===== src/rtl/mahs_pkg.sv =====
// Shared types, constants and header-decode functions for the MPEG audio
// header scanner. No dependencies.

package mahs_pkg;

    localparam int SKIP_OFFSET   = 2048;
    localparam int JOB_DEPTH     = 2;
    localparam int SIZE_W        = 40;
    localparam int DIVIDEND_W    = SIZE_W + 3;
    localparam int DIV_STEPS     = DIVIDEND_W;
    localparam int RATE_W        = 9;
    localparam int FREQ_W        = 16;
    localparam int LEN_W         = 32;
    localparam int CODES_W       = 10;

    localparam logic [7:0] SYNC_BYTE   = 8'hFF;
    localparam logic [7:0] SYNC2_MASK  = 8'hE0;
    localparam logic [7:0] VER_MASK    = 8'h18;
    localparam logic [7:0] LAYER_MASK  = 8'h06;
    localparam logic [7:0] BIDX_MASK   = 8'hF0;
    localparam logic [7:0] RIDX_MASK   = 8'h0C;

    localparam logic [1:0] VER_25       = 2'd0;
    localparam logic [1:0] VER_RESERVED = 2'd1;
    localparam logic [1:0] VER_2        = 2'd2;
    localparam logic [1:0] VER_1        = 2'd3;
    localparam logic [1:0] LAYER_RESERVED = 2'd0;
    localparam logic [1:0] LAYER_II       = 2'd2;
    localparam logic [1:0] LAYER_I        = 2'd3;

    localparam logic [0:0] REG_FILE_SIZE    = 1'd0;
    localparam logic [0:0] REG_LENGTH_KNOWN = 1'd1;

    // rows: V1 L1, V1 L2, V1 L3, V2/V2.5 L1, V2/V2.5 L2 and L3
    localparam logic [RATE_W-1:0] RATE_TABLE [0:4][0:15] = '{
        '{9'd0, 9'd32, 9'd64, 9'd96, 9'd128, 9'd160, 9'd192, 9'd224,
          9'd256, 9'd288, 9'd320, 9'd352, 9'd384, 9'd416, 9'd448, 9'd0},
        '{9'd0, 9'd32, 9'd48, 9'd56, 9'd64, 9'd80, 9'd96, 9'd112,
          9'd128, 9'd160, 9'd192, 9'd224, 9'd256, 9'd320, 9'd384, 9'd0},
        '{9'd0, 9'd32, 9'd40, 9'd48, 9'd56, 9'd64, 9'd80, 9'd96,
          9'd112, 9'd128, 9'd160, 9'd192, 9'd224, 9'd256, 9'd320, 9'd0},
        '{9'd0, 9'd32, 9'd48, 9'd56, 9'd64, 9'd80, 9'd96, 9'd112,
          9'd128, 9'd144, 9'd160, 9'd176, 9'd192, 9'd224, 9'd256, 9'd0},
        '{9'd0, 9'd8, 9'd16, 9'd24, 9'd32, 9'd40, 9'd48, 9'd56,
          9'd64, 9'd80, 9'd96, 9'd112, 9'd128, 9'd144, 9'd160, 9'd0}
    };

    localparam logic [FREQ_W-1:0] BASE_FREQ [0:3] = '{
        16'd44100, 16'd48000, 16'd32000, 16'd0
    };

    typedef struct packed {
        logic               found;
        logic [CODES_W-1:0] codes;
    } job_t;

    typedef struct packed {
        logic [SIZE_W-1:0] size_bytes;
        logic              length_known;
    } cfg_t;

    typedef struct packed {
        logic               valid;
        logic [CODES_W-1:0] codes;
    } hdr_t;

    typedef enum logic [1:0] {
        BK_IDLE,
        BK_DIVIDE,
        BK_DELIVER
    } back_state_t;

    function automatic logic [RATE_W-1:0] lookup_bitrate(input logic [CODES_W-1:0] codes);
        logic [1:0] ver;
        logic [1:0] lay;
        logic [2:0] row;
        ver = codes[9:8];
        lay = codes[7:6];
        if (ver == VER_1)
            row = (lay == LAYER_I) ? 3'd0 : (lay == LAYER_II) ? 3'd1 : 3'd2;
        else
            row = (lay == LAYER_I) ? 3'd3 : 3'd4;
        return RATE_TABLE[row][codes[5:2]];
    endfunction

    function automatic logic [FREQ_W-1:0] lookup_freq(input logic [CODES_W-1:0] codes);
        logic [FREQ_W-1:0] f;
        f = BASE_FREQ[codes[1:0]];
        if (codes[9:8] == VER_2)
            return f >> 1;
        if (codes[9:8] == VER_25)
            return f >> 2;
        return f;
    endfunction

    function automatic hdr_t check_header(input logic [7:0] b0, input logic [7:0] b1,
                                          input logic [7:0] b2);
        hdr_t       h;
        logic [1:0] ver;
        logic [1:0] lay;
        ver = b1[4:3];
        lay = b1[2:1];
        h.codes = {ver, lay, b2[7:4], b2[3:2]};
        h.valid = (b0 == SYNC_BYTE) && ((b1 & SYNC2_MASK) == SYNC2_MASK)
                  && (ver != VER_RESERVED) && (lay != LAYER_RESERVED)
                  && (lookup_bitrate(h.codes) != '0) && (lookup_freq(h.codes) != '0);
        return h;
    endfunction

endpackage


===== src/rtl/mpeg_audio_header_scanner.sv =====
// Top level of the MPEG audio header scanner: configuration registers,
// scanner, job queue and result unit. Depends on mahs_pkg and mahs_* modules.

// Bytes are taken one per cycle whenever full is low; the scanner is a single
// stage. The byte marked last hands a job word to a two-entry queue. With the
// result register free, the result unit picks up the job, runs the 43-step
// bit-serial divide of the file size times 8 by the bitrate when a length is
// computed, and then loads the result word.
// The scanner keeps accepting bytes of the next buffers while fewer than two
// jobs wait; full rises only when both queue entries are taken. A result
// word is held on the output ports until popped.
module mpeg_audio_header_scanner #(
    parameter int MAX_BUFFER_BYTES = 8192
) (
    input  logic                          clk,
    input  logic                          rst_n,
    input  logic                          cfg_write,
    input  logic [0:0]                    cfg_index,
    input  logic [mahs_pkg::SIZE_W-1:0]   cfg_data,
    input  logic                          push,
    output logic                          full,
    input  logic [7:0]                    data_byte,
    input  logic                          last_byte,
    input  logic                          pop,
    output logic                          empty,
    output logic                          header_found,
    output logic [mahs_pkg::RATE_W-1:0]   bitrate_kbps,
    output logic [mahs_pkg::FREQ_W-1:0]   sample_rate_hz,
    output logic [mahs_pkg::LEN_W-1:0]    length_ms,
    output logic                          length_valid
);
    import mahs_pkg::*;

    cfg_t cfg_reg;
    logic accept;
    logic job_push, job_pop, job_avail;
    job_t job_in, job_out;

    always_ff @(posedge clk or negedge rst_n)
    begin
        if (!rst_n)
            cfg_reg <= '0;
        else if (cfg_write)
        begin
            unique case (cfg_index)
                REG_FILE_SIZE:    cfg_reg.size_bytes   <= cfg_data;
                REG_LENGTH_KNOWN: cfg_reg.length_known <= cfg_data[0];
                default:          cfg_reg              <= cfg_reg;
            endcase
        end
    end

    assign accept = push && !full;

    mahs_front #(
        .MAX_BUFFER_BYTES(MAX_BUFFER_BYTES)
    ) u_front (
        .clk       (clk),
        .rst_n     (rst_n),
        .accept    (accept),
        .data_byte (data_byte),
        .last_byte (last_byte),
        .job_push  (job_push),
        .job       (job_in)
    );

    mahs_job_fifo u_fifo (
        .clk    (clk),
        .rst_n  (rst_n),
        .push   (job_push),
        .wr_job (job_in),
        .full   (full),
        .pop    (job_pop),
        .avail  (job_avail),
        .rd_job (job_out)
    );

    mahs_back u_back (
        .clk            (clk),
        .rst_n          (rst_n),
        .cfg            (cfg_reg),
        .job_avail      (job_avail),
        .job            (job_out),
        .job_pop        (job_pop),
        .pop            (pop),
        .empty          (empty),
        .header_found   (header_found),
        .bitrate_kbps   (bitrate_kbps),
        .sample_rate_hz (sample_rate_hz),
        .length_ms      (length_ms),
        .length_valid   (length_valid)
    );

endmodule


===== src/rtl/mahs_front.sv =====
// Byte scanner: tracks the last two bytes, finds the first early and late
// frame header and emits one job word per buffer. Depends on mahs_pkg.

module mahs_front #(
    parameter int MAX_BUFFER_BYTES = 8192
) (
    input  logic          clk,
    input  logic          rst_n,
    input  logic          accept,
    input  logic [7:0]    data_byte,
    input  logic          last_byte,
    output logic          job_push,
    output mahs_pkg::job_t job
);
    import mahs_pkg::*;

    localparam int IDX_W = $clog2(MAX_BUFFER_BYTES + 1);
    localparam logic [IDX_W-1:0] IDX_MAX  = IDX_W'(MAX_BUFFER_BYTES);
    localparam logic [IDX_W-1:0] IDX_SKIP = IDX_W'(SKIP_OFFSET);
    localparam logic [IDX_W-1:0] IDX_LATE = IDX_W'(SKIP_OFFSET + 2);

    logic [15:0]        window_reg, window_next;
    logic [IDX_W-1:0]   index_reg, index_next;
    logic               skip_reg, skip_next;
    logic               early_valid_reg, early_valid_next;
    logic [CODES_W-1:0] early_codes_reg, early_codes_next;
    logic               late_valid_reg, late_valid_next;
    logic [CODES_W-1:0] late_codes_reg, late_codes_next;
    logic               in_range;
    hdr_t               hdr;

    always_comb
    begin
        in_range         = index_reg < IDX_MAX;
        hdr              = check_header(window_reg[15:8], window_reg[7:0], data_byte);
        window_next      = window_reg;
        index_next       = index_reg;
        skip_next        = skip_reg;
        early_valid_next = early_valid_reg;
        early_codes_next = early_codes_reg;
        late_valid_next  = late_valid_reg;
        late_codes_next  = late_codes_reg;
        job_push         = 1'b0;
        job              = '0;
        if (accept && in_range)
        begin
            if (index_reg == IDX_SKIP && data_byte == SYNC_BYTE)
                skip_next = 1'b1;
            if (index_reg >= IDX_W'(2) && hdr.valid)
            begin
                if (index_reg < IDX_LATE)
                begin
                    if (!early_valid_reg)
                    begin
                        early_valid_next = 1'b1;
                        early_codes_next = hdr.codes;
                    end
                end
                else if (!late_valid_reg)
                begin
                    late_valid_next = 1'b1;
                    late_codes_next = hdr.codes;
                end
            end
            window_next = {window_reg[7:0], data_byte};
            index_next  = index_reg + IDX_W'(1);
        end
        if (accept && last_byte)
        begin
            job_push = 1'b1;
            priority if (!skip_next && early_valid_next)
                job = '{found: 1'b1, codes: early_codes_next};
            else if (late_valid_next)
                job = '{found: 1'b1, codes: late_codes_next};
            else
                job = '0;
            // restart the scan for the next buffer
            window_next      = '0;
            index_next       = '0;
            skip_next        = 1'b0;
            early_valid_next = 1'b0;
            early_codes_next = '0;
            late_valid_next  = 1'b0;
            late_codes_next  = '0;
        end
    end

    always_ff @(posedge clk or negedge rst_n)
    begin
        if (!rst_n)
        begin
            window_reg      <= '0;
            index_reg       <= '0;
            skip_reg        <= 1'b0;
            early_valid_reg <= 1'b0;
            early_codes_reg <= '0;
            late_valid_reg  <= 1'b0;
            late_codes_reg  <= '0;
        end
        else
        begin
            window_reg      <= window_next;
            index_reg       <= index_next;
            skip_reg        <= skip_next;
            early_valid_reg <= early_valid_next;
            early_codes_reg <= early_codes_next;
            late_valid_reg  <= late_valid_next;
            late_codes_reg  <= late_codes_next;
        end
    end

    a_index_bound: assert property (@(posedge clk) disable iff (!rst_n)
        index_reg <= IDX_MAX)
        else $error("byte index ran past buffer limit");

    a_skip_needs_index: assert property (@(posedge clk) disable iff (!rst_n)
        skip_reg |-> index_reg > IDX_SKIP)
        else $error("skip mode set before offset 2048 was seen");

    a_late_needs_index: assert property (@(posedge clk) disable iff (!rst_n)
        late_valid_reg |-> index_reg >= IDX_LATE)
        else $error("late hit recorded too early");

endmodule


===== src/rtl/mahs_job_fifo.sv =====
// Short job queue between the scanner and the length unit.
// Depends on mahs_pkg.

module mahs_job_fifo (
    input  logic           clk,
    input  logic           rst_n,
    input  logic           push,
    input  mahs_pkg::job_t wr_job,
    output logic           full,
    input  logic           pop,
    output logic           avail,
    output mahs_pkg::job_t rd_job
);
    import mahs_pkg::*;

    localparam int PTR_W = $clog2(JOB_DEPTH);
    localparam int CNT_W = $clog2(JOB_DEPTH + 1);

    job_t             mem [JOB_DEPTH];
    logic [PTR_W-1:0] wr_ptr_reg, rd_ptr_reg;
    logic [CNT_W-1:0] count_reg;
    logic             do_push, do_pop;

    assign full    = count_reg == CNT_W'(JOB_DEPTH);
    assign avail   = count_reg != '0;
    assign do_push = push && !full;
    assign do_pop  = pop && avail;
    assign rd_job  = mem[rd_ptr_reg];

    always_ff @(posedge clk)
    begin
        if (do_push)
            mem[wr_ptr_reg] <= wr_job;
    end

    always_ff @(posedge clk or negedge rst_n)
    begin
        if (!rst_n)
        begin
            wr_ptr_reg <= '0;
            rd_ptr_reg <= '0;
            count_reg  <= '0;
        end
        else
        begin
            if (do_push)
                wr_ptr_reg <= (wr_ptr_reg == PTR_W'(JOB_DEPTH - 1)) ? '0
                              : wr_ptr_reg + PTR_W'(1);
            if (do_pop)
                rd_ptr_reg <= (rd_ptr_reg == PTR_W'(JOB_DEPTH - 1)) ? '0
                              : rd_ptr_reg + PTR_W'(1);
            if (do_push && !do_pop)
                count_reg <= count_reg + CNT_W'(1);
            else if (do_pop && !do_push)
                count_reg <= count_reg - CNT_W'(1);
        end
    end

    a_no_overflow: assert property (@(posedge clk) disable iff (!rst_n)
        count_reg <= CNT_W'(JOB_DEPTH))
        else $error("job queue count out of range");

    a_pop_drains: assert property (@(posedge clk) disable iff (!rst_n)
        do_pop && !do_push |=> count_reg == $past(count_reg) - CNT_W'(1))
        else $error("job queue count did not drop on pop");

    a_push_fills: assert property (@(posedge clk) disable iff (!rst_n)
        do_push && !do_pop |=> count_reg == $past(count_reg) + CNT_W'(1))
        else $error("job queue count did not rise on push");

endmodule


===== src/rtl/mahs_back.sv =====
// Result unit: looks up bitrate and sample rate for a job word, runs the
// bit-serial length divide and holds the result word. Depends on mahs_pkg.

module mahs_back (
    input  logic                          clk,
    input  logic                          rst_n,
    input  mahs_pkg::cfg_t                cfg,
    input  logic                          job_avail,
    input  mahs_pkg::job_t                job,
    output logic                          job_pop,
    input  logic                          pop,
    output logic                          empty,
    output logic                          header_found,
    output logic [mahs_pkg::RATE_W-1:0]   bitrate_kbps,
    output logic [mahs_pkg::FREQ_W-1:0]   sample_rate_hz,
    output logic [mahs_pkg::LEN_W-1:0]    length_ms,
    output logic                          length_valid
);
    import mahs_pkg::*;

    localparam int STEP_W = $clog2(DIV_STEPS + 1);

    back_state_t           state_reg, state_next;
    logic [STEP_W-1:0]     step_reg, step_next;
    logic [DIVIDEND_W-1:0] quot_reg, quot_next;
    logic [RATE_W-1:0]     rem_reg, rem_next;
    logic                  found_reg, found_next;
    logic [RATE_W-1:0]     rate_reg, rate_next;
    logic [FREQ_W-1:0]     freq_reg, freq_next;
    logic                  len_ok_reg, len_ok_next;
    logic                  out_valid_reg, out_valid_next;
    logic                  out_found_reg, out_found_next;
    logic [RATE_W-1:0]     out_rate_reg, out_rate_next;
    logic [FREQ_W-1:0]     out_freq_reg, out_freq_next;
    logic [LEN_W-1:0]      out_len_reg, out_len_next;
    logic                  out_len_ok_reg, out_len_ok_next;
    logic [RATE_W:0]       trial;
    logic                  trial_ge;
    logic [RATE_W-1:0]     job_rate;
    logic [FREQ_W-1:0]     job_freq;
    logic                  job_len_ok;

    always_comb
    begin
        job_rate   = job.found ? lookup_bitrate(job.codes) : '0;
        job_freq   = job.found ? lookup_freq(job.codes) : '0;
        job_len_ok = job.found && !cfg.length_known && (cfg.size_bytes != '0)
                     && (job_rate != '0);
        trial      = {rem_reg, quot_reg[DIVIDEND_W-1]};
        trial_ge   = trial >= {1'b0, rate_reg};

        state_next      = state_reg;
        step_next       = step_reg;
        quot_next       = quot_reg;
        rem_next        = rem_reg;
        found_next      = found_reg;
        rate_next       = rate_reg;
        freq_next       = freq_reg;
        len_ok_next     = len_ok_reg;
        out_valid_next  = out_valid_reg && !pop;
        out_found_next  = out_found_reg;
        out_rate_next   = out_rate_reg;
        out_freq_next   = out_freq_reg;
        out_len_next    = out_len_reg;
        out_len_ok_next = out_len_ok_reg;
        job_pop         = 1'b0;

        unique case (state_reg)
            BK_IDLE:
            begin
                if (job_avail)
                begin
                    job_pop     = 1'b1;
                    found_next  = job.found;
                    rate_next   = job_rate;
                    freq_next   = job_freq;
                    len_ok_next = job_len_ok;
                    quot_next   = {cfg.size_bytes, 3'b000};
                    rem_next    = '0;
                    step_next   = STEP_W'(DIV_STEPS);
                    state_next  = job_len_ok ? BK_DIVIDE : BK_DELIVER;
                end
            end
            BK_DIVIDE:
            begin
                // one quotient bit per cycle, restoring form
                rem_next  = trial_ge ? RATE_W'(trial - {1'b0, rate_reg})
                                     : trial[RATE_W-1:0];
                quot_next = {quot_reg[DIVIDEND_W-2:0], trial_ge};
                step_next = step_reg - STEP_W'(1);
                if (step_reg == STEP_W'(1))
                    state_next = BK_DELIVER;
            end
            BK_DELIVER:
            begin
                // hold until the result register is free
                if (!out_valid_reg || pop)
                begin
                    out_valid_next  = 1'b1;
                    out_found_next  = found_reg;
                    out_rate_next   = rate_reg;
                    out_freq_next   = freq_reg;
                    out_len_ok_next = len_ok_reg;
                    out_len_next    = len_ok_reg ? quot_reg[LEN_W-1:0] : '0;
                    state_next      = BK_IDLE;
                end
            end
            default:
                state_next = BK_IDLE;
        endcase
    end

    always_ff @(posedge clk or negedge rst_n)
    begin
        if (!rst_n)
        begin
            state_reg     <= BK_IDLE;
            step_reg      <= '0;
            out_valid_reg <= 1'b0;
        end
        else
        begin
            state_reg     <= state_next;
            step_reg      <= step_next;
            out_valid_reg <= out_valid_next;
        end
    end

    always_ff @(posedge clk)
    begin
        quot_reg       <= quot_next;
        rem_reg        <= rem_next;
        found_reg      <= found_next;
        rate_reg       <= rate_next;
        freq_reg       <= freq_next;
        len_ok_reg     <= len_ok_next;
        out_found_reg  <= out_found_next;
        out_rate_reg   <= out_rate_next;
        out_freq_reg   <= out_freq_next;
        out_len_reg    <= out_len_next;
        out_len_ok_reg <= out_len_ok_next;
    end

    assign empty          = !out_valid_reg;
    assign header_found   = out_found_reg;
    assign bitrate_kbps   = out_rate_reg;
    assign sample_rate_hz = out_freq_reg;
    assign length_ms      = out_len_reg;
    assign length_valid   = out_len_ok_reg;

    a_result_held: assert property (@(posedge clk) disable iff (!rst_n)
        out_valid_reg && !pop |=> out_valid_reg && $stable(out_len_reg)
                                  && $stable(out_rate_reg))
        else $error("pending result word changed before pop");

    a_len_implies_found: assert property (@(posedge clk) disable iff (!rst_n)
        out_valid_reg && out_len_ok_reg |-> out_found_reg && out_rate_reg != '0)
        else $error("length flagged without a header");

    a_pop_only_idle: assert property (@(posedge clk) disable iff (!rst_n)
        job_pop |-> state_reg == BK_IDLE && job_avail)
        else $error("job taken while busy");

    a_divide_steps: assert property (@(posedge clk) disable iff (!rst_n)
        state_reg == BK_DIVIDE |-> step_reg != '0)
        else $error("divide ran out of steps");

endmodule

===== config.mk =====
export PLATFORM = sky130hd
export DESIGN_NAME = mpeg_audio_header_scanner
export DESIGN_NICKNAME = d
export VERILOG_FILES = /design/src/rtl/mahs_pkg.sv /design/src/rtl/mpeg_audio_header_scanner.sv /design/src/rtl/mahs_front.sv /design/src/rtl/mahs_job_fifo.sv /design/src/rtl/mahs_back.sv
export SDC_FILE = /design/constraint.sdc
export NUM_CORES = 1
export LEC_CHECK = 0
export BUFFER_PORTS_ARGS = -buffer_cell sky130_fd_sc_hd__buf_2
export CAP_MARGIN = 20
export CORE_UTILIZATION = 50
export CTS_CLUSTER_DIAMETER = 150
export DETAILED_ROUTE_END_ITERATION = 10
export GPL_TIMING_DRIVEN = 0
export PLACE_DENSITY = 0.69
export SYNTH_ARGS = -nofsm -noshare
export SYNTH_HDL_FRONTEND = slang
export SYNTH_SLANG_ARGS = --single-unit

===== constraint.sdc =====
create_clock -name clk -period 7 [get_ports clk]
set_input_delay 0.7 -clock clk [delete_from_list [all_inputs] [get_ports clk]]
set_output_delay 0.7 -clock clk [all_outputs]
set_load 0.05 [all_outputs]

* Yosys cells after proc, flatten, opt, wreduce, memory -nomap -nowiden *
Memory sizes are Yosys's and may differ from the RTL's.
Cells that the tools add are included.

word-level totals
  register bits after elaboration = 245
  output and inout bits = 61
  memory bits (read-only) = 2304
  logic and storage cells = 208
  memories = 3
  memory bits (writable) = 22
  input port bits = 55

operators by class
  equal/unequal tests = 20
  reductions and logical operators = 45
  mux-type cells = 90
  order comparisons = 10
  bitwise operators = 7
  add/sub/neg operators = 7

memories
  name             words  bits a word  rd ports  clocked after Yosys merged registers in  write ports  RTL line             text
  (no name shown)  8      144          1         0                                        0            mahs_pkg.sv:83       return RATE_TABLE[row][codes[5:2]];
  (no name shown)  8      144          1         0                                        0            mahs_pkg.sv:83
  u_fifo.mem       2      11           1         0                                        1            mahs_job_fifo.sv:19  job_t mem [JOB_DEPTH];

operator list
  operator                                                                              count
  144-bit 2-to-1 mux                                                                    4
  16-bit 2-to-1 mux                                                                     14
  10-bit 2-to-1 mux                                                                     10
  43-bit one-hot mux with 2 select lines                                                1
  9-bit binary-select mux with 4-bit select                                             2
  16-bit binary-select mux with 2-bit select                                            2
  9-bit 2-to-1 mux                                                                      7
  43-bit 2-to-1 mux                                                                     1
  40-bit nonzero test                                                                   1
  11-bit 2-to-1 mux                                                                     3
  14-bit 2-to-1 mux                                                                     2
  1-bit 2-to-1 mux                                                                      26
  2-bit == test, second input constant                                                  10
  1-bit logical AND                                                                     19
  3-bit 2-to-1 mux                                                                      6
  9-bit one-hot mux with 2 select lines                                                 1
  9-bit nonzero test                                                                    2
  8-bit == test, second input constant                                                  2
  2-bit 2-to-1 mux                                                                      8
  16-bit nonzero test                                                                   1
  14-bit by 1-bit adder with 14-bit output, second input constant                       1
  14-bit by 12-bit == test with 1-bit output, second input constant                     1
  14-bit by 2-bit greater-or-equal comparator with 1-bit output, second input constant  1
  14-bit by 12-bit less-than comparator with 1-bit output, second input constant        1
  28 further kinds                                                                      53

* Depth between registers and ports, before layout *
  depth after elaboration = 20
  depth in mapped cells = 13
  gate-level depth less buffers = 11

* By module *
A second synthesis with hierarchy kept.

second synthesis, totals
  cell total of the unflattened synthesis = 1036
  area total of the unflattened synthesis = 12031.5 µm²

modules (own cells, without submodules)
  module                     area each (µm²)  sequential area each (µm²)  cells an instance  instances
  mahs_back                  6456.2           4068.9                      575                1
  mahs_front                 2960.3           1326.3                      319                1
  mpeg_audio_header_scanner  1577.8           1026.0                      89                 1
  mahs_job_fifo              1037.2           760.7                       53                 1

* Least setup slack after synthesis *
No wires, ideal clock.

  path kind = input-to-reg
  start = in pop
  end = reg u_back.out_rate_reg[3] (netlist: u_back.bitrate_kbps[3]), enable pin
  cell stages on the path = 2
  setup slack = 3.136 ns
  buffers on the path = 0
  setup time = 0.484 ns
  data required time = 6.516 ns
  arrival = 3.380 ns
  path through = inv_1 > a21oi_1

between the ends
  cells in the longest elaborated chain, start to end = 2

ends and longest elaborated chain
  element                               RTL line                         text
  start: declaration                    mpeg_audio_header_scanner.sv:24  input logic pop,
  1-bit logical OR                      mahs_back.sv:97                  if (!out_valid_reg || pop)
  2-bit AND reduction (no source line)  n/a
  end signal: assignment                mahs_back.sv:138                 out_rate_reg <= out_rate_next;
  end: declaration                      mahs_back.sv:33                  logic [RATE_W-1:0] out_rate_reg, out_rate_next;

Every way passes these cells.
A chain may end at the register's enable or synchronous reset.

* Worst setup path in the final report *
  start = reg u_fifo.rd_ptr_reg
  end = reg u_back.freq_reg[13], data pin

between the ends
  cells in the longest elaborated chain, start to end = 9
  elaborated cells between the ends (all ways) = 14
  classes of those cells = eq/ne (1); mux (10); bitwise (1); reduce/logical (1); memory (1)

ends and longest elaborated chain
  element                                                 RTL line             text
  start: declaration                                      mahs_job_fifo.sv:20  logic [PTR_W-1:0] wr_ptr_reg, rd_ptr_reg;
  start signal: assignment                                mahs_job_fifo.sv:50  rd_ptr_reg <= (rd_ptr_reg == PTR_W'(JOB_DEPTH - 1)) ? '0
  memory read 2 x 11 bit (*)                              n/a
  2-bit inverter with 3-bit output (implied by the code)  mahs_pkg.sv:88       f = BASE_FREQ[codes[1:0]];
  16-bit binary-select mux with 2-bit select              mahs_pkg.sv:88
  16-bit 2-to-1 mux (implied by the code) (2 in a row)    mahs_pkg.sv:88
  16-bit 2-to-1 mux                                       mahs_pkg.sv:89       if (codes[9:8] == VER_2)
  16-bit 2-to-1 mux                                       mahs_pkg.sv:91       if (codes[9:8] == VER_25)
  16-bit 2-to-1 mux                                       mahs_pkg.sv:93       return f;
  16-bit 2-to-1 mux                                       mahs_pkg.sv:91
  end signal: assignment                                  mahs_back.sv:135     freq_reg <= freq_next;
  end: declaration                                        mahs_back.sv:29      logic [FREQ_W-1:0] freq_reg, freq_next;

Every way passes the cells marked *; elsewhere a longest branch is shown, timed or not. The select of a mux whose other input is x is not followed.

==> implementation parameters <==
Parameter                              Value

Outcome
  Run status ... complete, no violations

Timing
  Time the final worst path needs with I/O delays and setup ... 3.432 ns
  Max-Slew Margin vs Limit ... 35.36%
  Setup repair after global routing missed its margin ... no
  Tightest Pin Transition ... 0.9675 ns
  Slew Viols, Final ... 0
  Worst Hold Margin ... 0.1835 ns
  Setup TNS ... 0 ns
  Total of endpoints with negative setup slack in the final report ... 0
  Final clock period utilization by the worst path ... 49.02%
  Worst setup margin ... 3.568 ns
  Highest Clock Rate ... 291.4 MHz
  Total count of hold-check failures in the final report ... 0
  Clock tree skew after final layout ... 0.008211 ns

Pwr
  Combinational group share of total power ... 34.9%
  Net switching share of the total power ... 37.47%
  Power per cell area ... 431.3 nW/um^2
  Net load switching power ... 2.218 mW
  Proportion of power drawn by flip-flops and latches ... 42.2%
  Power after layout ... 5.918 mW
  Leakage power summed over all cells ... 5.984 nW
  Internal power summed over all cells ... 3.701 mW
  Relative contribution of the clock network to total power ... 22.9%
  Max rail drop VDD ... 0.2826 mV

Worst setup path
  Arrival time worst endpoint ... 3.67 ns
  Worst-case reg-to-reg path depth ... 8
  Worst setup path start ... u_fifo.rd_ptr_reg
  CP max stage cell ... sky130_fd_sc_hd__mux2i_1
  Terminus of the critical flop-to-flop path ... u_back.freq_reg[13]
  Category of cells accounting for the largest share of critical-path delay ... buffers and inverters
  Required time of the critical path ... 7.24 ns
  Worst setup path endpoint ... u_back.freq_reg[13]
  Worst R2R Setup Slack ... 3.57 ns
  Kind of capture point of the worst setup path ... register
  Category of the worst setup path launch point ... register
  Maximum single-stage delay on the critical path ... 0.64 ns
  Cells along the critical path ... clkbuf_1 > buf_1 > buf_1 > mux2i_1 > inv_1 > ha_1 > a211oi_1 > a211oi_1
  Launching point of the worst reg2reg path ... u_fifo.rd_ptr_reg
  Sum of buffers and inverters on the critical path ... 4
  Largest fanout on the critical path ... 10
  Classification of the worst setup path ... reg -> reg
  Crit path depth ... 8

Die
  Initial core utilization ... 51.59%
  Die boundary width ... 155.8 um
  Row Count ... 55
  Area of the die ... 24260 sq um
  Placeable core region ... 22920 sq um
  Ports ... 116
  Die height ... 155.8 um

Synthesis
  Synth area leader ... sky130_fd_sc_hd__edfxtp_1
  Top cells by area in the synthesized netlist ... sky130_fd_sc_hd__edfxtp_1 38%, sky130_fd_sc_hd__dfrtp_1 23%, sky130_fd_sc_hd__nand2_1 5.2%
  Area of the mapped netlist ... 11820 sq um
  Number of warnings reported in the yosys synthesis log ... 0
  Number of distinct library cells after synthesis ... 69
  Fraction of post-synthesis cell area in the top cell type by area ... 38.10%
  Gate count after technology mapping ... 1011
  Top flip-flop cell by instance count after synthesis ... sky130_fd_sc_hd__edfxtp_1
  Commonest cells in the netlist ... 165 x sky130_fd_sc_hd__nand2_1, 150 x sky130_fd_sc_hd__edfxtp_1, 107 x sky130_fd_sc_hd__dfrtp_1
  Async SR Flop Fraction ... 41.63%
  Sequential-to-total area share from yosys stat ... 60.75%
  Number of flip-flops and latches in the synthesized netlist ... 257
  Most common cell in the synthesized netlist ... sky130_fd_sc_hd__nand2_1
  Number of enable-type register cells in the synthesized netlist ... 150
  Mapped Avg Cell Area ... 11.69 sq um

Clock network
  # clock sinks ... 257
  Clock slew seen by the registers of the worst setup and hold paths ... 0.06 ns
  Resize count post-CTS ... 0
  Skew-Pair Late Insertion Delay ... 0.52 ns
  Post CTS Setup Buffer Count ... 0
  Cell at the root of the clock tree ... sky130_fd_sc_hd__clkbuf_16
  Buffer levels on the longest clock path ... 3
  Number of hold-repair buffers added at the cts stage ... 0
  Maximum level of the CTS H-tree ... 1
  CTS tree ... done
  Number of buffers inserted during clock tree synthesis ... 27

Finish
  Layout fillers ... 1909
  Non-filler cells in the finished layout ... 1489
  Net count reported at finish ... 1231
  Number of inserted diodes ... 0
  Area taken by multi-input logic gates ... 4307 sq um
  Layout overhead on the synthesized area ... 16.05%
  Proportion of layout cells with a drive suffix above 1 ... 19.47%
  Sequential cell area ... 7182 sq um
  Number of flip-flops under the largest register name ... 43

Placement
  # placed instances ... 1440
  Final estimated routing congestion in global placement ... 0.9011
  Number of input and output port buffers inserted ... 110
  Placement-stage worst setup slack ... 3.690 ns
  Detailed placement HPWL ... 16990 um

Min path
  Min-Delay Path Class ... in -> async

Detailed routing
  Number of DRC markers after the initial detailed-route iteration ... 468
  Total number of vias ... 8007
  Post-detailed-routing wire length ... 23830 um
  # DRC ... 0
  Vias per cell ... 5.377
  Detail Route Antenna Nets ... 0
  Number of search-and-repair iterations in the first detailed-routing pass ... 5
  WL per Instance ... 16.01 um

GRT
  Largest net degree at the start of global routing ... 63
  Wire length of the first global-routing pass ... 39170 um
  Antenna violations before repair ... 0
  GR Overflow Total ... 0
  Vias in the first global route ... 7818
  GRT Overall Usage ... 20.19%

Flow run
  Max-cap violation count ... 0
-- cell families after synthesis --
family,Yosys count,share of synthesized area (%)
AND/OR/NAND/NOR,386,15.06
flip-flops,257,60.75
AO/OA/AOI/OAI,151,9.377
multiplexers,86,7.747
buffers and inverters,86,3.080
XOR/XNOR,24,1.778
adder cells (fa/ha/maj),20,2.180
other,1,0.03172
-- cell usage in the layout, fill, tap and decap left out, drive strengths merged, types with 14 or more instances in the layout --
master	synthesis	layout
nand2	165	165
edfxtp	150	150
buf	20	133
dfrtp	107	107
nor2	83	83
clkbuf	31	73
mux2	44	44
mux2i	42	42
and2	40	40
inv	35	35
a21oi	34	34
a211oi	22	22
ha	19	19
o21ai	19	19
nor3	16	16
nand3	15	15
a22o	15	15
nand2b	14	14
xor2	14	14
nor4	14	14
-- area by class of cell --
class | count | area share, %
Buffer | 51 | 1.696
Clock buffer | 42 | 5.772
Clock inverter | 7 | 0.4651
Inverter | 35 | 0.9575
Multi-Input combinational cell | 671 | 31.39
Sequential cell | 257 | 52.34
Tap cell | 313 | 2.854
Timing Repair Buffer | 113 | 4.523
-- per-layer routing --
layer,up-vias,track usage (%),part of all wire [%]
met2,215,34.08,48
li1,3912,-,-
met1,3840,27.50,45
met5,-,0,0
met3,40,2.639,4.6
met4,0,5.649,2.5
-- power groups by stage --
stage	sequential, mW	clock (mW)	combinational [mW]
finish	2.50	1.36	2.06
global route	2.55	1.44	2.27
CTS	2.50	1.38	2.07
detailed placement	2.53	0	2.06
global placement	2.55	0	2.00
floorplan	2.88	0	1.15
-- per-stage QoR --
stage | instance area, sq um | util, %
floorplan | 11830 | -
global placement | 12780 | 55.75
detailed placement | 12860 | 56.14
CTS | 13720 | 59.87
global route | 13720 | 59.87
finish | 13720 | 59.87
-- how the worst min path moves through the flow --
| stage | endpoint | slack, ns | cells after the start |
|---|---|---|---|
| 5_1_grt | cfg_reg[34] | 0.24 | 1 |
| 3_5_place_dp | u_back.sample_rate_hz[10] | 0.40 | 0 |
| 3_3_place_gp | u_back.sample_rate_hz[4] | 0.40 | 0 |
| 2_1_floorplan | cfg_reg[0] | 0.40 | 0 |
| 4_1_cts | cfg_reg[30] | 0.20 | 1 |
| 6_report | cfg_reg[30] | 0.18 | 1 |
No activity file was read; power rests on OpenSTA's default activity.
